===== src/rtl/touch_phase_tracker_top_macros.svh =====
// Assertion macros for the touch phase tracker.
`ifndef TOUCH_PHASE_TRACKER_TOP_MACROS_SVH
`define TOUCH_PHASE_TRACKER_TOP_MACROS_SVH

// same-cycle implication
`define TPT_ASSERT_NOW(lbl, ante, cons, msg) \
    lbl: assert property (@(posedge clk) disable iff (!rst_n) (ante) |-> (cons)) \
        else $error(msg);

// next-cycle implication
`define TPT_ASSERT_NEXT(lbl, ante, cons, msg) \
    lbl: assert property (@(posedge clk) disable iff (!rst_n) (ante) |=> (cons)) \
        else $error(msg);

`endif


===== src/rtl/tpt_pkg.sv =====
// Types and constants shared by the touch phase tracker modules.
`default_nettype none
package tpt_pkg;

    localparam int FQ_DEPTH = 2;
    localparam int FQ_AW    = 1;
    localparam int FQ_CW    = 2;

    typedef enum logic [1:0] {
        PH_DOWN = 2'd0,
        PH_MOVE = 2'd1,
        PH_UP   = 2'd2
    } phase_t;

    typedef enum logic {
        BK_IDLE = 1'b0,
        BK_SCAN = 1'b1
    } bk_state_t;

    typedef struct packed {
        logic        has_point;
        logic [7:0]  contact_id;
        logic [15:0] pos_x;
        logic [15:0] pos_y;
        logic [47:0] frame_time_us;
        logic        frame_end;
    } item_t;

    typedef struct packed {
        phase_t      phase;
        logic [7:0]  event_id;
        logic [15:0] event_x;
        logic [15:0] event_y;
        logic [47:0] event_time_us;
        logic        last_event;
    } result_t;

    typedef struct packed {
        logic [7:0]  id;
        logic [15:0] x;
        logic [15:0] y;
    } contact_t;

    typedef struct packed {
        logic scanning;
        logic pending_any;
        logic deq;
    } bk_status_t;

endpackage
`default_nettype wire


===== src/rtl/tpt_front.sv =====
// Front end: takes requests, drops no-op items, queues the rest for the back end.
`default_nettype none
module tpt_front
    import tpt_pkg::*;
(
    input  wire logic  clk,
    input  wire logic  rst_n,
    input  wire logic  push,
    input  wire item_t item,
    output logic       full,
    output logic       cmd_valid,
    output item_t      cmd,
    input  wire logic  deq,
    output logic [FQ_CW-1:0] count
);

    item_t             q_reg [FQ_DEPTH];
    logic [FQ_AW-1:0]  wr_ptr_reg, wr_ptr_next;
    logic [FQ_AW-1:0]  rd_ptr_reg, rd_ptr_next;
    logic [FQ_CW-1:0]  count_reg, count_next;
    logic              enq;
    logic              pop_q;

    assign full      = (count_reg == FQ_CW'(FQ_DEPTH));
    assign cmd_valid = (count_reg != '0);
    assign cmd       = q_reg[rd_ptr_reg];
    assign count     = count_reg;

    // items with neither a point nor a frame end cause nothing
    assign enq   = push && !full && (item.has_point || item.frame_end);
    assign pop_q = deq && cmd_valid;

    always_comb
    begin
        wr_ptr_next = enq   ? wr_ptr_reg + FQ_AW'(1) : wr_ptr_reg;
        rd_ptr_next = pop_q ? rd_ptr_reg + FQ_AW'(1) : rd_ptr_reg;
        count_next  = count_reg;
        if (enq && !pop_q)
        begin
            count_next = count_reg + FQ_CW'(1);
        end
        else if (!enq && pop_q)
        begin
            count_next = count_reg - FQ_CW'(1);
        end
    end

    always_ff @(posedge clk or negedge rst_n)
    begin
        if (!rst_n)
        begin
            wr_ptr_reg <= '0;
            rd_ptr_reg <= '0;
            count_reg  <= '0;
        end
        else
        begin
            wr_ptr_reg <= wr_ptr_next;
            rd_ptr_reg <= rd_ptr_next;
            count_reg  <= count_next;
        end
    end

    always_ff @(posedge clk)
    begin
        if (enq)
        begin
            q_reg[wr_ptr_reg] <= item;
        end
    end

endmodule
`default_nettype wire


===== src/rtl/tpt_back.sv =====
// Back end: contact tables, id lookup, up-event scan and result register.
`default_nettype none
module tpt_back
    import tpt_pkg::*;
#(
    parameter int MAX_POINTS = 5
)
(
    input  wire logic  clk,
    input  wire logic  rst_n,
    input  wire logic  cmd_valid,
    input  wire item_t cmd,
    output logic       deq,
    output logic       empty,
    input  wire logic  pop,
    output result_t    result,
    output bk_status_t status
);

    localparam int IDX_W  = (MAX_POINTS > 1) ? $clog2(MAX_POINTS) : 1;
    localparam int FILL_W = $clog2(MAX_POINTS + 1);

    contact_t                prev_tab_reg [MAX_POINTS];
    contact_t                cur_tab_reg  [MAX_POINTS];
    contact_t                cur_tab_upd  [MAX_POINTS];
    logic [MAX_POINTS-1:0]   prev_act_reg;
    logic [MAX_POINTS-1:0]   cur_act_reg;
    logic [MAX_POINTS-1:0]   cur_act_upd;
    logic [MAX_POINTS-1:0]   seen_reg, seen_next;
    logic [FILL_W-1:0]       fill_reg, fill_next;
    logic [IDX_W-1:0]        idx_reg, idx_next;
    logic [47:0]             time_reg, time_next;
    bk_state_t               state_reg, state_next;
    result_t                 out_reg;
    logic                    out_valid_reg, out_valid_next;

    logic [MAX_POINTS-1:0]   hit;
    logic                    found;
    logic                    take_point;
    logic [MAX_POINTS-1:0]   pend_now;
    logic [MAX_POINTS-1:0]   pend_scan;
    logic                    more_above;
    logic                    out_free;
    logic                    emit;
    logic                    wr_cur;
    logic                    do_copy;
    result_t                 ev;

    assign empty    = !out_valid_reg;
    assign result   = out_reg;
    assign out_free = !out_valid_reg || pop;

    // first active previous entry with the same id
    always_comb
    begin
        hit   = '0;
        found = 1'b0;
        for (int j = 0; j < MAX_POINTS; j++)
        begin
            if (!found && prev_act_reg[j] && prev_tab_reg[j].id == cmd.contact_id)
            begin
                hit[j] = 1'b1;
                found  = 1'b1;
            end
        end
    end

    assign take_point = cmd.has_point && (fill_reg < FILL_W'(MAX_POINTS));
    assign pend_now   = prev_act_reg & ~seen_reg & ~(take_point ? hit : '0);
    assign pend_scan  = prev_act_reg & ~seen_reg;

    always_comb
    begin
        more_above = 1'b0;
        for (int j = 0; j < MAX_POINTS; j++)
        begin
            if (j > int'(idx_reg))
            begin
                more_above = more_above | pend_scan[j];
            end
        end
    end

    always_comb
    begin
        state_next = state_reg;
        idx_next   = idx_reg;
        time_next  = time_reg;
        seen_next  = seen_reg;
        fill_next  = fill_reg;
        deq        = 1'b0;
        emit       = 1'b0;
        wr_cur     = 1'b0;
        do_copy    = 1'b0;
        ev         = '0;
        case (state_reg)
            BK_IDLE:
            begin
                if (cmd_valid && (!take_point || out_free))
                begin
                    deq = 1'b1;
                    if (take_point)
                    begin
                        emit             = 1'b1;
                        wr_cur           = 1'b1;
                        ev.phase         = found ? PH_MOVE : PH_DOWN;
                        ev.event_id      = cmd.contact_id;
                        ev.event_x       = cmd.pos_x;
                        ev.event_y       = cmd.pos_y;
                        ev.event_time_us = cmd.frame_time_us;
                        ev.last_event    = !cmd.frame_end || (pend_now == '0);
                        seen_next        = seen_reg | hit;
                        fill_next        = fill_reg + FILL_W'(1);
                    end
                    if (cmd.frame_end)
                    begin
                        if (pend_now != '0)
                        begin
                            state_next = BK_SCAN;
                            idx_next   = '0;
                            time_next  = cmd.frame_time_us;
                        end
                        else
                        begin
                            do_copy = 1'b1;
                        end
                    end
                end
            end
            BK_SCAN:
            begin
                if (pend_scan[idx_reg])
                begin
                    if (out_free)
                    begin
                        emit             = 1'b1;
                        ev.phase         = PH_UP;
                        ev.event_id      = prev_tab_reg[idx_reg].id;
                        ev.event_x       = prev_tab_reg[idx_reg].x;
                        ev.event_y       = prev_tab_reg[idx_reg].y;
                        ev.event_time_us = time_reg;
                        ev.last_event    = !more_above;
                        if (!more_above)
                        begin
                            do_copy    = 1'b1;
                            state_next = BK_IDLE;
                        end
                        else
                        begin
                            idx_next = idx_reg + IDX_W'(1);
                        end
                    end
                end
                else
                begin
                    idx_next = idx_reg + IDX_W'(1);
                end
            end
            default:
            begin
                state_next = BK_IDLE;
            end
        endcase
        if (do_copy)
        begin
            seen_next = '0;
            fill_next = '0;
        end
        out_valid_next = emit ? 1'b1 : (pop ? 1'b0 : out_valid_reg);
    end

    // open frame table including this cycle's point
    always_comb
    begin
        for (int j = 0; j < MAX_POINTS; j++)
        begin
            cur_tab_upd[j] = cur_tab_reg[j];
            cur_act_upd[j] = cur_act_reg[j];
            if (wr_cur && fill_reg[IDX_W-1:0] == IDX_W'(j))
            begin
                cur_tab_upd[j].id = cmd.contact_id;
                cur_tab_upd[j].x  = cmd.pos_x;
                cur_tab_upd[j].y  = cmd.pos_y;
                cur_act_upd[j]    = 1'b1;
            end
        end
    end

    assign status.scanning    = (state_reg == BK_SCAN);
    assign status.pending_any = (pend_scan != '0);
    assign status.deq         = deq;

    always_ff @(posedge clk or negedge rst_n)
    begin
        if (!rst_n)
        begin
            state_reg     <= BK_IDLE;
            prev_act_reg  <= '0;
            cur_act_reg   <= '0;
            seen_reg      <= '0;
            fill_reg      <= '0;
            idx_reg       <= '0;
            out_valid_reg <= 1'b0;
        end
        else
        begin
            state_reg     <= state_next;
            seen_reg      <= seen_next;
            fill_reg      <= fill_next;
            idx_reg       <= idx_next;
            out_valid_reg <= out_valid_next;
            if (do_copy)
            begin
                prev_act_reg <= cur_act_upd;
                cur_act_reg  <= '0;
            end
            else
            begin
                cur_act_reg  <= cur_act_upd;
            end
        end
    end

    always_ff @(posedge clk)
    begin
        time_reg <= time_next;
        if (emit)
        begin
            out_reg <= ev;
        end
        for (int j = 0; j < MAX_POINTS; j++)
        begin
            cur_tab_reg[j] <= cur_tab_upd[j];
            if (do_copy)
            begin
                prev_tab_reg[j] <= cur_tab_upd[j];
            end
        end
    end

endmodule
`default_nettype wire


===== src/rtl/touch_phase_tracker_top.sv =====
// Touch phase tracker: turns per-frame contact reports into down/move/up events.
//
// Input queue: drive item and raise push; a request is taken on a clock edge
// with push high and full low. One request is one contact point or a frame end
// mark (an empty frame is a request with has_point low and frame_end high).
// Result queue: while empty is low the oldest event is on result; pop takes it.
// last_event marks the final event caused by one input request.
// A two-entry input queue feeds the back end, which keeps MAX_POINTS contacts.
// With both sides idle, a point's event passes through the input queue and then the
// result register, and points can follow one per cycle while results are popped.
// A frame end with unseen previous contacts starts a scan of the previous table, one
// entry per cycle, holding on a pending entry while the result register is full, and
// emits one up event per unseen contact in index order.
// Points past MAX_POINTS in a frame are dropped with no event.
// A stalled result register holds the back end; the input queue still takes up
// to two requests, then raises full.
// Reset clears both tables, the seen mask, the fill count and both queues.
`default_nettype none
module touch_phase_tracker_top
    import tpt_pkg::*;
#(
    parameter int MAX_POINTS = 5
)
(
    input  wire logic  clk,
    input  wire logic  rst_n,
    input  wire logic  push,
    input  wire item_t item,
    output logic       full,
    output logic       empty,
    input  wire logic  pop,
    output result_t    result
);

`include "touch_phase_tracker_top_macros.svh"

    logic             cmd_valid;
    item_t            cmd;
    logic             deq;
    logic [FQ_CW-1:0] fq_count;
    bk_status_t       bk_status;

    tpt_front u_front
    (
        .clk       (clk),
        .rst_n     (rst_n),
        .push      (push),
        .item      (item),
        .full      (full),
        .cmd_valid (cmd_valid),
        .cmd       (cmd),
        .deq       (deq),
        .count     (fq_count)
    );

    tpt_back #(
        .MAX_POINTS (MAX_POINTS)
    ) u_back
    (
        .clk       (clk),
        .rst_n     (rst_n),
        .cmd_valid (cmd_valid),
        .cmd       (cmd),
        .deq       (deq),
        .empty     (empty),
        .pop       (pop),
        .result    (result),
        .status    (bk_status)
    );

    `TPT_ASSERT_NEXT(a_accept_queued, push && !full && (item.has_point || item.frame_end),
        fq_count != '0, "accepted request not queued")
    `TPT_ASSERT_NOW(a_scan_pending, bk_status.scanning, bk_status.pending_any,
        "up scan running with no pending contact")
    `TPT_ASSERT_NOW(a_scan_no_deq, bk_status.scanning, !bk_status.deq,
        "request taken during up scan")

endmodule
`default_nettype wire


===== config.mk =====
export PLATFORM = sky130hd
export DESIGN_NAME = touch_phase_tracker_top
export DESIGN_NICKNAME = d
export VERILOG_FILES = /design/src/rtl/tpt_pkg.sv /design/src/rtl/tpt_front.sv /design/src/rtl/tpt_back.sv /design/src/rtl/touch_phase_tracker_top.sv
export VERILOG_INCLUDE_DIRS = /design/src /design/src/rtl
export SDC_FILE = /design/constraint.sdc
export NUM_CORES = 1
export LEC_CHECK = 0
export ABC_AREA = 1
export ABC_CLOCK_PERIOD_IN_PS = 7200
export BUFFER_PORTS_ARGS = -buffer_cell sky130_fd_sc_hd__buf_2
export CAP_MARGIN = 20
export CORE_MARGIN = 2
export CORE_UTILIZATION = 35
export DETAILED_ROUTE_END_ITERATION = 10
export PLACE_DENSITY = 0.61
export SETUP_SLACK_MARGIN = 0.05
export SLEW_MARGIN = 20
export SYNTH_ARGS = -nofsm -noshare
export SYNTH_HDL_FRONTEND = slang
export SYNTH_HIERARCHICAL = 1
export SYNTH_SLANG_ARGS = --single-unit

===== constraint.sdc =====
create_clock -name clk -period 7.2 [get_ports clk]
set_input_delay 1.44 -clock clk [delete_from_list [all_inputs] [get_ports clk]]
set_output_delay 1.44 -clock clk [all_outputs]
set_load 0.1 [all_outputs]

Word-level counts from Yosys, hierarchy flattened
Memory sizes are Yosys's and may differ from the RTL's.
Cells that the tools add are included.
{"block": "totals", "regBits": 166, "mem_bits_rw": 580, "input_bits": 94, "output_inout_bits": 93, "wordCells": 182, "memories": 3}
{"name": "u_back.cur_tab_reg", "words": 5, "width": 40, "read_ports": 5, "rd_clocked_by_memory_dff": 0, "write_ports": 5, "line": "tpt_back.sv:24", "source": "contact_t cur_tab_reg [MAX_POINTS];"}
{"name": "u_back.prev_tab_reg", "words": 5, "width": 40, "read_ports": 6, "rd_clocked_by_memory_dff": 0, "write_ports": 5, "line": "tpt_back.sv:23", "source": "contact_t prev_tab_reg [MAX_POINTS];"}
{"name": "u_front.q_reg", "words": 2, "width": 90, "read_ports": 1, "rd_clocked_by_memory_dff": 0, "write_ports": 1, "line": "tpt_front.sv:17", "source": "item_t q_reg [FQ_DEPTH];"}
{"block": "classes", "addsub": 6, "order_cmp": 6, "eq_ne": 16, "n_mux": 78, "n_bitwise": 9, "n_reduce_logical": 47}
{"op": "$mux W91", "n": 4}
{"op": "$mux W40", "n": 5}
{"op": "$pmux W91 S2", "n": 1}
{"op": "$mux W1", "n": 45}
{"op": "$eq A8 B8 Y1", "n": 5}
{"op": "$mux W3", "n": 10}
{"op": "$mux W5", "n": 6}
{"op": "$logic_and A1 B1 Y1", "n": 21}
{"op": "$logic_not A1 Y1", "n": 11}
{"op": "$and A5 B5 Y5", "n": 2}
{"op": "$not A5 Y5", "n": 2}
{"op": "$reduce_bool A2 Y1", "n": 5}
{"op": "$add A3 B1 Y3 const B", "n": 2}
{"op": "$eq A3 B2 Y1 const B", "n": 2}
{"op": "$gt A2 B3 Y1 const A", "n": 2}
{"op": "$ne A2 B1 Y1 const B", "n": 3}
{"op": "$ne A3 B3 Y1 const B", "n": 2}
{"op": "$pmux W1 S2", "n": 3}
{"op": "$pmux W3 S2", "n": 1}
{"op": "$logic_not A5 Y1", "n": 1}
{"op": "$or A5 B5 Y5", "n": 1}
{"op": "$reduce_and A5 Y1", "n": 1}
{"op": "$reduce_bool A5 Y1", "n": 1}
{"op": "$logic_or A1 B1 Y1", "n": 4}
{"op": "other kinds (18)", "n": 22}

Logic depth before layout (Yosys ltp)
Gate-level depths: netlist of the first run.
An unclocked memory read counts as a cell.
{"block": "depth", "ltp_word": 30, "mapped_depth": 22, "mapped_depth_nobuf": 20}

By module
Netlist of the first run, hierarchy kept.
{"mod": "tpt_back", "instances": 1, "cells_each": 1838, "area_per_inst_um2": 20861.3, "seq_area_each_um2": 14759.2}
{"mod": "tpt_front", "instances": 1, "cells_each": 504, "area_per_inst_um2": 6837.8, "seq_area_each_um2": 5505.3}

Least setup slack after synthesis of the first run
OpenSTA, ideal clock, no wires.
{"block": "synth_path", "kind": "input-to-reg", "start": "input item[89] (netlist name)", "end": "memory u_front/q_reg[1][0] (netlist name) (enable)", "setup_time_ns": 0.539, "arrival_ns": 5.391, "required_ns": 6.661, "slack_ns": 1.269, "stages": 4, "path_buffers": 0, "cell_sequence": "inv_1 > nand2_1 > nand3_1 > nor2_1"}
{"block": "synth_via", "elab_chain_len": 4}
{"item": "start, declared", "line": "touch_phase_tracker_top.sv:28", "source": "input wire item_t item,"}
{"item": "$logic_or A1 B1 Y1", "line": "tpt_front.sv:30", "source": "assign enq = push && !full && (item.has_point || item.frame_end);"}
{"item": "$logic_and A1 B1 Y1", "line": "tpt_front.sv:30"}
{"item": "$mux W1", "line": "tpt_front.sv:66", "source": "if (enq)"}
{"item": "$mux W1 (implied by the code)", "line": "tpt_front.sv:68", "source": "q_reg[wr_ptr_reg] <= item;"}
{"item": "end, declared", "line": "tpt_front.sv:17"}
No other way between the ends.

==> results of run 1 <==
[worst max path at each step]
stage / from / endpoint
6_report: u_front/rd_ptr_reg / u_back/prev_tab_reg[4][33]
5_1_grt: u_front/rd_ptr_reg / u_back/prev_tab_reg[1][32]
4_1_cts: u_front/rd_ptr_reg / u_back/prev_tab_reg[2][32]
3_5_place_dp: u_front/rd_ptr_reg / u_back/prev_tab_reg[1][30]
3_3_place_gp: pop / u_back/result[51]
2_1_floorplan: item[89] / u_front/q_reg[1][0]
[cells in the final DEF (no fill, tap or decap), types with 11 or more instances in the layout]
cell type  count
nand3_1       29
edfxtp_1     519
clkinv_2      13
buf_2        186
clkbuf_8      11
o21ai_0      312
o221ai_1      35
nand2_1      684
dfrtp_1       24
dfxtp_1      200
nor2_1       117
o21ai_1       18
clkbuf_1      19
inv_1        110
nand4_1       17
buf_4         16
a22o_1        48
inv_2         14
clkbuf_16     79
a21oi_1       16
[area by class of cell]
cell class	instances	area, sq um
Sequential cell	746	20300
Clock inverter	32	327
Timing Repair Buffer	205	1110
Clock buffer	109	2200
Multi-Input combinational cell	1348	6390
Fill cell	7451	46500
Antenna cell	2	5.00
Inverter	126	477
Tap cell	1050	1310
[metrics by stage]
| stage | worst slack [ns] | hold slack (ns) |
|---|---|---|
| floorplan | 1.27 | 0.431 |
| global placement | 2.58 | 0.440 |
| detailed placement | 2.50 | 0.455 |
| CTS | 2.48 | 0.466 |
| global route | 2.16 | 0.477 |
| finish | 2.51 | 0.462 |
[worst min-delay path, delay by kind of cell (launching register included)]
kind             cells  cell delay [ns]
AO/OA/AOI/OAI        1             0.08
AND/OR/NAND/NOR      1             0.04
flip-flops           1             0.30
[metal layers]
metal  vias up  global-route usage, %
li1       8406                      -
met1      8390                   21.2
met2       524                   25.3
met3       120                   3.90
met4        18                   4.90
met5         -                      0
==> key figures, run 1 <==
CTS
  • CTS tree: done
  • Clock transition at path regs: ~0.060 ns
  • H-Tree Depth: 3
  • Root buffer selected by CTS: clkbuf_16
  • CTS buffer count: 76
  • Post_cts resized: 0
  • Clk sinks: roughly 750
  • Post-CTS Setup Bufs: 0
  • Max Root-Sink Buffers: 3
  • Worst-skew pair later-pin latency: just over 0.6 ns
  • Hold Buf Count CTS: 0

Route
  • WL met3: between 4 and 5 mm
  • DRC viols: 0
  • Drt via density: slightly below 5
  • DRT iter0 DRCs: ~1300
  • TritonRoute pass-1 iters: 5
  • Routed WL: 65.0 mm
  • Antenna-violating nets left: 0
  • Max Used Layer: met5
  • Routed wire per std cell: ~18 microns
  • Vias: about 17000
  • WL met2: around 30 mm
  • Met1 wire length: about 29 mm

Placed design
  • Placed Area: 0.0295 sq mm
  • HPWL after detailed placement: between 30 and 40 mm
  • Placed Cells: approximately 3500
  • IO buf count: 186
  • Placer congestion estimate: 0.864

Floorplanning
  • Die X: 285 microns
  • Die Ht: 285 microns
  • Initial core utilization: 35.2%
  • Die footprint: 0.0813 sq mm
  • Core area: slightly below 0.08 sq mm
  • # rows: 103
  • IO Pins: ~190

Timing
  • Max Freq: around 0.21 GHz
  • Hold Vio Cnt, Final: 0
  • Ratio of final minimum period to clock period: 65.1%
  • Setup TNS: 0 ns
  • Final setup viols: 0
  • Max_slew headroom: between 20 and 25%
  • Max Clock Skew: 0.0274 ns
  • Unrepaired setup endpoints after global routing: no
  • Slew of the pin with the lowest slew margin: around 1.1 ns
  • Max-slew violations: 0
  • Final Critical Period: approximately 4.7 ns

Global routing
  • Vias in the first global route: 17400
  • Gr usage total: 15.8%
  • Total grt overflow: 0
  • Initial antenna violation count: 14
  • First-pass GRT wire length: between 90 and 100 mm
  • Largest net degree at the start of global routing: about 130

Worst setup path
  • CP arrival: roughly 5 ns
  • WP buf/inv: 4
  • Setup slack, reg-to-reg: 2.51 ns
  • Crit start category: flop
  • Crit path max-delay cell type: nand2_8
  • CP max stage delay: around 0.66 ns
  • Crit Path Class: reg -> reg
  • Crit Path Max Fanout: ~130
  • R2r worst-path depth: 17
  • CP Cell Sequence: clkinv_2 -> nand2_1 -> nand2_1 -> inv_2 -> nand2_1 -> nand2_1 -> nand3_1 -> nor2_1 -> nand3_1 -> nand2_1 -> inv_1 -> a21oi_2 -> nand2_1 -> nor2_4 -> nand4_4 -> nand2_8 -> buf_12
  • Crit path capture type: flop
  • Reg2reg end: u_back/prev_tab_reg[4][33]
  • Largest delay share family, worst path: simple AND/OR/NAND/NOR gates
  • WP data required: between 7 and 8 ns
  • Critical Path Stages: 17
  • Reg2Reg Launch Point: u_front/rd_ptr_reg
  • CP dominant cell by count: nand2_1

Synthesis
  • Post-Syn Nets: about 2400
  • Ys Warns: 6
  • Synthesized area: around 0.028 sq mm
  • Syn Area/Cell: between 10 and 15 sq um
  • Cell count after synthesis: ~2300

Min path
  • Hold Startpoint: u_back/cur_tab_reg[0][10]
  • Worst Hold End: u_back/cur_tab_reg[0][10]
  • Hold Crit Class: reg -> reg
  • Worst hold stages: 2

Cells and area
  • Utilization after layout: between 40% and 50%
  • Final std cells w/o fill: around 3600
  • Share of cells above drive strength 1: between 10% and 20%
  • Fin area: 0.0321 sq mm
  • Final net count: ~2600
  • Area growth syn-to-layout: 16.0%

Job
  • Maxcap violations: 0

Outcome
  • Outcome: completed
Power of run 1 is left out: the tool's default activity adds up to more than one toggle a clock period on the data nets, which glitch-free logic cannot reach.
==> run 2: changes to the inputs <==
--- a/config.mk
+++ b/config.mk
@@ -6,8 +6,8 @@
 export SDC_FILE = /design/constraint.sdc
 export NUM_CORES = 1
 export LEC_CHECK = 0
-export ABC_AREA = 1
-export ABC_CLOCK_PERIOD_IN_PS = 7200
+export ABC_AREA = 0
+export ABC_CLOCK_PERIOD_IN_PS = 4800
 export BUFFER_PORTS_ARGS = -buffer_cell sky130_fd_sc_hd__buf_2
 export CAP_MARGIN = 20
 export CORE_MARGIN = 2
==> constraint.sdc (replaced) <==
create_clock -name clk -period 4.8 [get_ports clk]
set_input_delay 0.96 -clock clk [delete_from_list [all_inputs] [get_ports clk]]
set_output_delay 0.96 -clock clk [all_outputs]
set_load 0.1 [all_outputs]
==> key figures, run 2 <==
Placed design
  • HPWL after detailed placement: 35.8 mm (-8.8%)
  • IO buf count: 186 (unchanged)
  • Placer congestion estimate: 0.784 (-9.3%)
  • Placed Area: 0.0296 sq mm (+0.21%)

Timing
  • Max Freq: 0.255 GHz (+20%)
  • Final setup viols: 0 (unchanged)
  • Setup TNS: 0 ns (unchanged)
  • Max Clock Skew: 0.0250 ns (-0.00247 ns)
  • Max-slew violations: 0 (unchanged)
  • Unrepaired setup endpoints after global routing: no
  • Ratio of final minimum period to clock period: 81.6% (+16 points)
  • Hold Vio Cnt, Final: 0 (unchanged)
  • Max_slew headroom: 35.1% (+10 points)
  • Final Critical Period: 3.92 ns (-0.772 ns)
  • Slew of the pin with the lowest slew margin: 0.974 ns (-0.157 ns)

CTS
  • H-Tree Depth: 3 (unchanged)
  • Post-CTS Setup Bufs: 0 (unchanged)
  • Clk sinks: 746 (unchanged)
  • CTS buffer count: 75 (-1.3%)
  • Clock transition at path regs: 0.07 ns (about the same)
  • Post_cts resized: 0 (unchanged)
  • CTS tree: done
  • Hold Buf Count CTS: 0 (unchanged)
  • Max Root-Sink Buffers: 3 (unchanged)
  • Worst-skew pair later-pin latency: 0.62 ns (about the same)
  • Root buffer selected by CTS: clkbuf_16

Worst setup path
  • Reg2Reg Launch Point: u_front/rd_ptr_reg
  • Setup slack, reg-to-reg: 0.88 ns (-1.63 ns)
  • Crit path capture type: flop
  • Crit Path Max Fanout: 57 (-55%)
  • CP arrival: 4.20 ns (-0.74 ns)
  • CP startpoint: u_front/rd_ptr_reg
  • WP data required: 5.08 ns (-2.37 ns)
  • Crit Path Class: reg -> reg
  • CP endpoint: u_back/prev_tab_reg[1][10]
  • Crit start category: flop
  • R2r worst-path depth: 8 (-9)
  • Reg2reg end: u_back/prev_tab_reg[1][10]

Cells and area
  • Commonest cells after routing, fill and taps aside: edfxtp_1, dfxtp_1, mux2_2
  • Final net count: 1840 (-29%)
  • Utilization after layout: 41.4% (+0.61 points)
  • Area growth syn-to-layout: 17.3%
  • Fin area: 0.0321 sq mm (about the same)
  • Share of cells above drive strength 1: 33.0% (+18 points)
  • Most common cell after layout, fill and taps aside: edfxtp_1

Route
  • DRT iter0 DRCs: 941 (-26%)
  • Drt via density: 4.80 (-0.51%)
  • Routed WL: 57.5 mm (-11%)
  • TritonRoute pass-1 iters: 5 (unchanged)
  • Vias: 13600 (-22%)
  • Antenna-violating nets left: 0 (unchanged)
  • Routed wire per std cell: 20.2 microns (+13%)
  • DRC viols: 0 (unchanged)

Global routing
  • Total grt overflow: 0 (unchanged)
  • Vias in the first global route: 14600 (-16%)
  • Initial antenna violation count: 2 (-12)
  • Gr usage total: 14.2% (-1.6 points)
  • Largest net degree at the start of global routing: 58 (-54%)
  • First-pass GRT wire length: 88.0 mm (-12%)

Synthesis
  • Cell count after synthesis: 1522 (-35%)
  • Synthesized area: 0.0274 sq mm (-1.1%)
  • Syn Area/Cell: 18.0 sq um (+52%)
  • Post-Syn Nets: 1625 (-33%)
  • Ys Warns: 6 (unchanged)

Job
  • Maxcap violations: 0 (unchanged)

Floorplanning
  • IO Pins: 187 (unchanged)
  • Core area: 0.0775 sq mm (-1.5%)
  • Die Ht: 284 microns (-0.54%)
  • Die footprint: 0.0805 sq mm (-1.1%)
  • Initial core utilization: 35.3% (+0.13 points)
  • Die X: 284 microns (-0.54%)
  • # rows: 102 (-0.97%)

Min path
  • Hold Crit Class: in -> async

Outcome
  • Outcome: completed
-- run 2: cell count changes in the layout (fill, tap and decap cells not counted), sizes merged, moves of 10 or more --
cell | before | now
o221ai | 35 | 0
mux4 | 0 | 40
inv | 131 | 18
nor2 | 133 | 21
xnor2 | 9 | 37
mux2i | 0 | 43
mux2 | 0 | 293
nand2 | 689 | 52
nand3 | 34 | 7
o21ai | 331 | 43
nand4 | 18 | 8
-- run 2: critical path, stage by stage, from the launching register on --
cell and delay (ns):
dfrtp_4 0.59, mux2_1 0.55, xnor2_1 0.23, nand3_1 0.13
nor3_1 0.11, nor4b_1 0.67, a21o_1 0.27, a41o_4 0.60
buf_12 0.37
-- run 2: layout make-up --
| cell class | count | area (sq um) |
|---|---|---|
| Timing Repair Buffer | 214 | 1220 |
| Antenna cell | 2 | 5.00 |
| Multi-Input combinational cell | 685 | 6740 |
| Clock buffer | 106 | 2180 |
| Tap cell | 1040 | 1300 |
| Fill cell | 6934 | 45400 |
| Sequential cell | 746 | 20300 |
| Clock inverter | 32 | 332 |
| Inverter | 15 | 56.3 |
-- run 2: per-stage QoR --
step	setup WS, ns	std cells	hold slack, ns
after floorplan	0.641	1522	0.429
after global placement	0.926	2700	0.437
after detailed placement	0.886	2700	0.449
after CTS	0.867	2838	0.379
after global routing	0.642	2838	0.434
final	0.884	2840	0.400
-- run 2: worst min path at each step --
stage | start | endpoint | cells past startpoint
after floorplan | u_back/cur_tab_reg[0][178] | u_back/cur_tab_reg[0][178] | 1
after global placement | u_back/cur_tab_reg[0][178] | u_back/cur_tab_reg[0][178] | 1
after detailed placement | u_back/cur_tab_reg[0][180] | u_back/cur_tab_reg[0][180] | 1
after CTS | rst_n | u_back/seen_reg[0] | 1
after global routing | rst_n | u_back/seen_reg[0] | 1
final | rst_n | u_back/seen_reg[0] | 1
-- run 2: layer usage --
metal	part of all wire (%)	up-vias	track usage [%]
met2	49	315	24.5
met4	1.9	2	4.17
met3	4.7	90	2.80
met1	44	6974	18.3
met5	0.021	-	0
li1	-	6253	-
Power of run 2 is left out for the same reason.
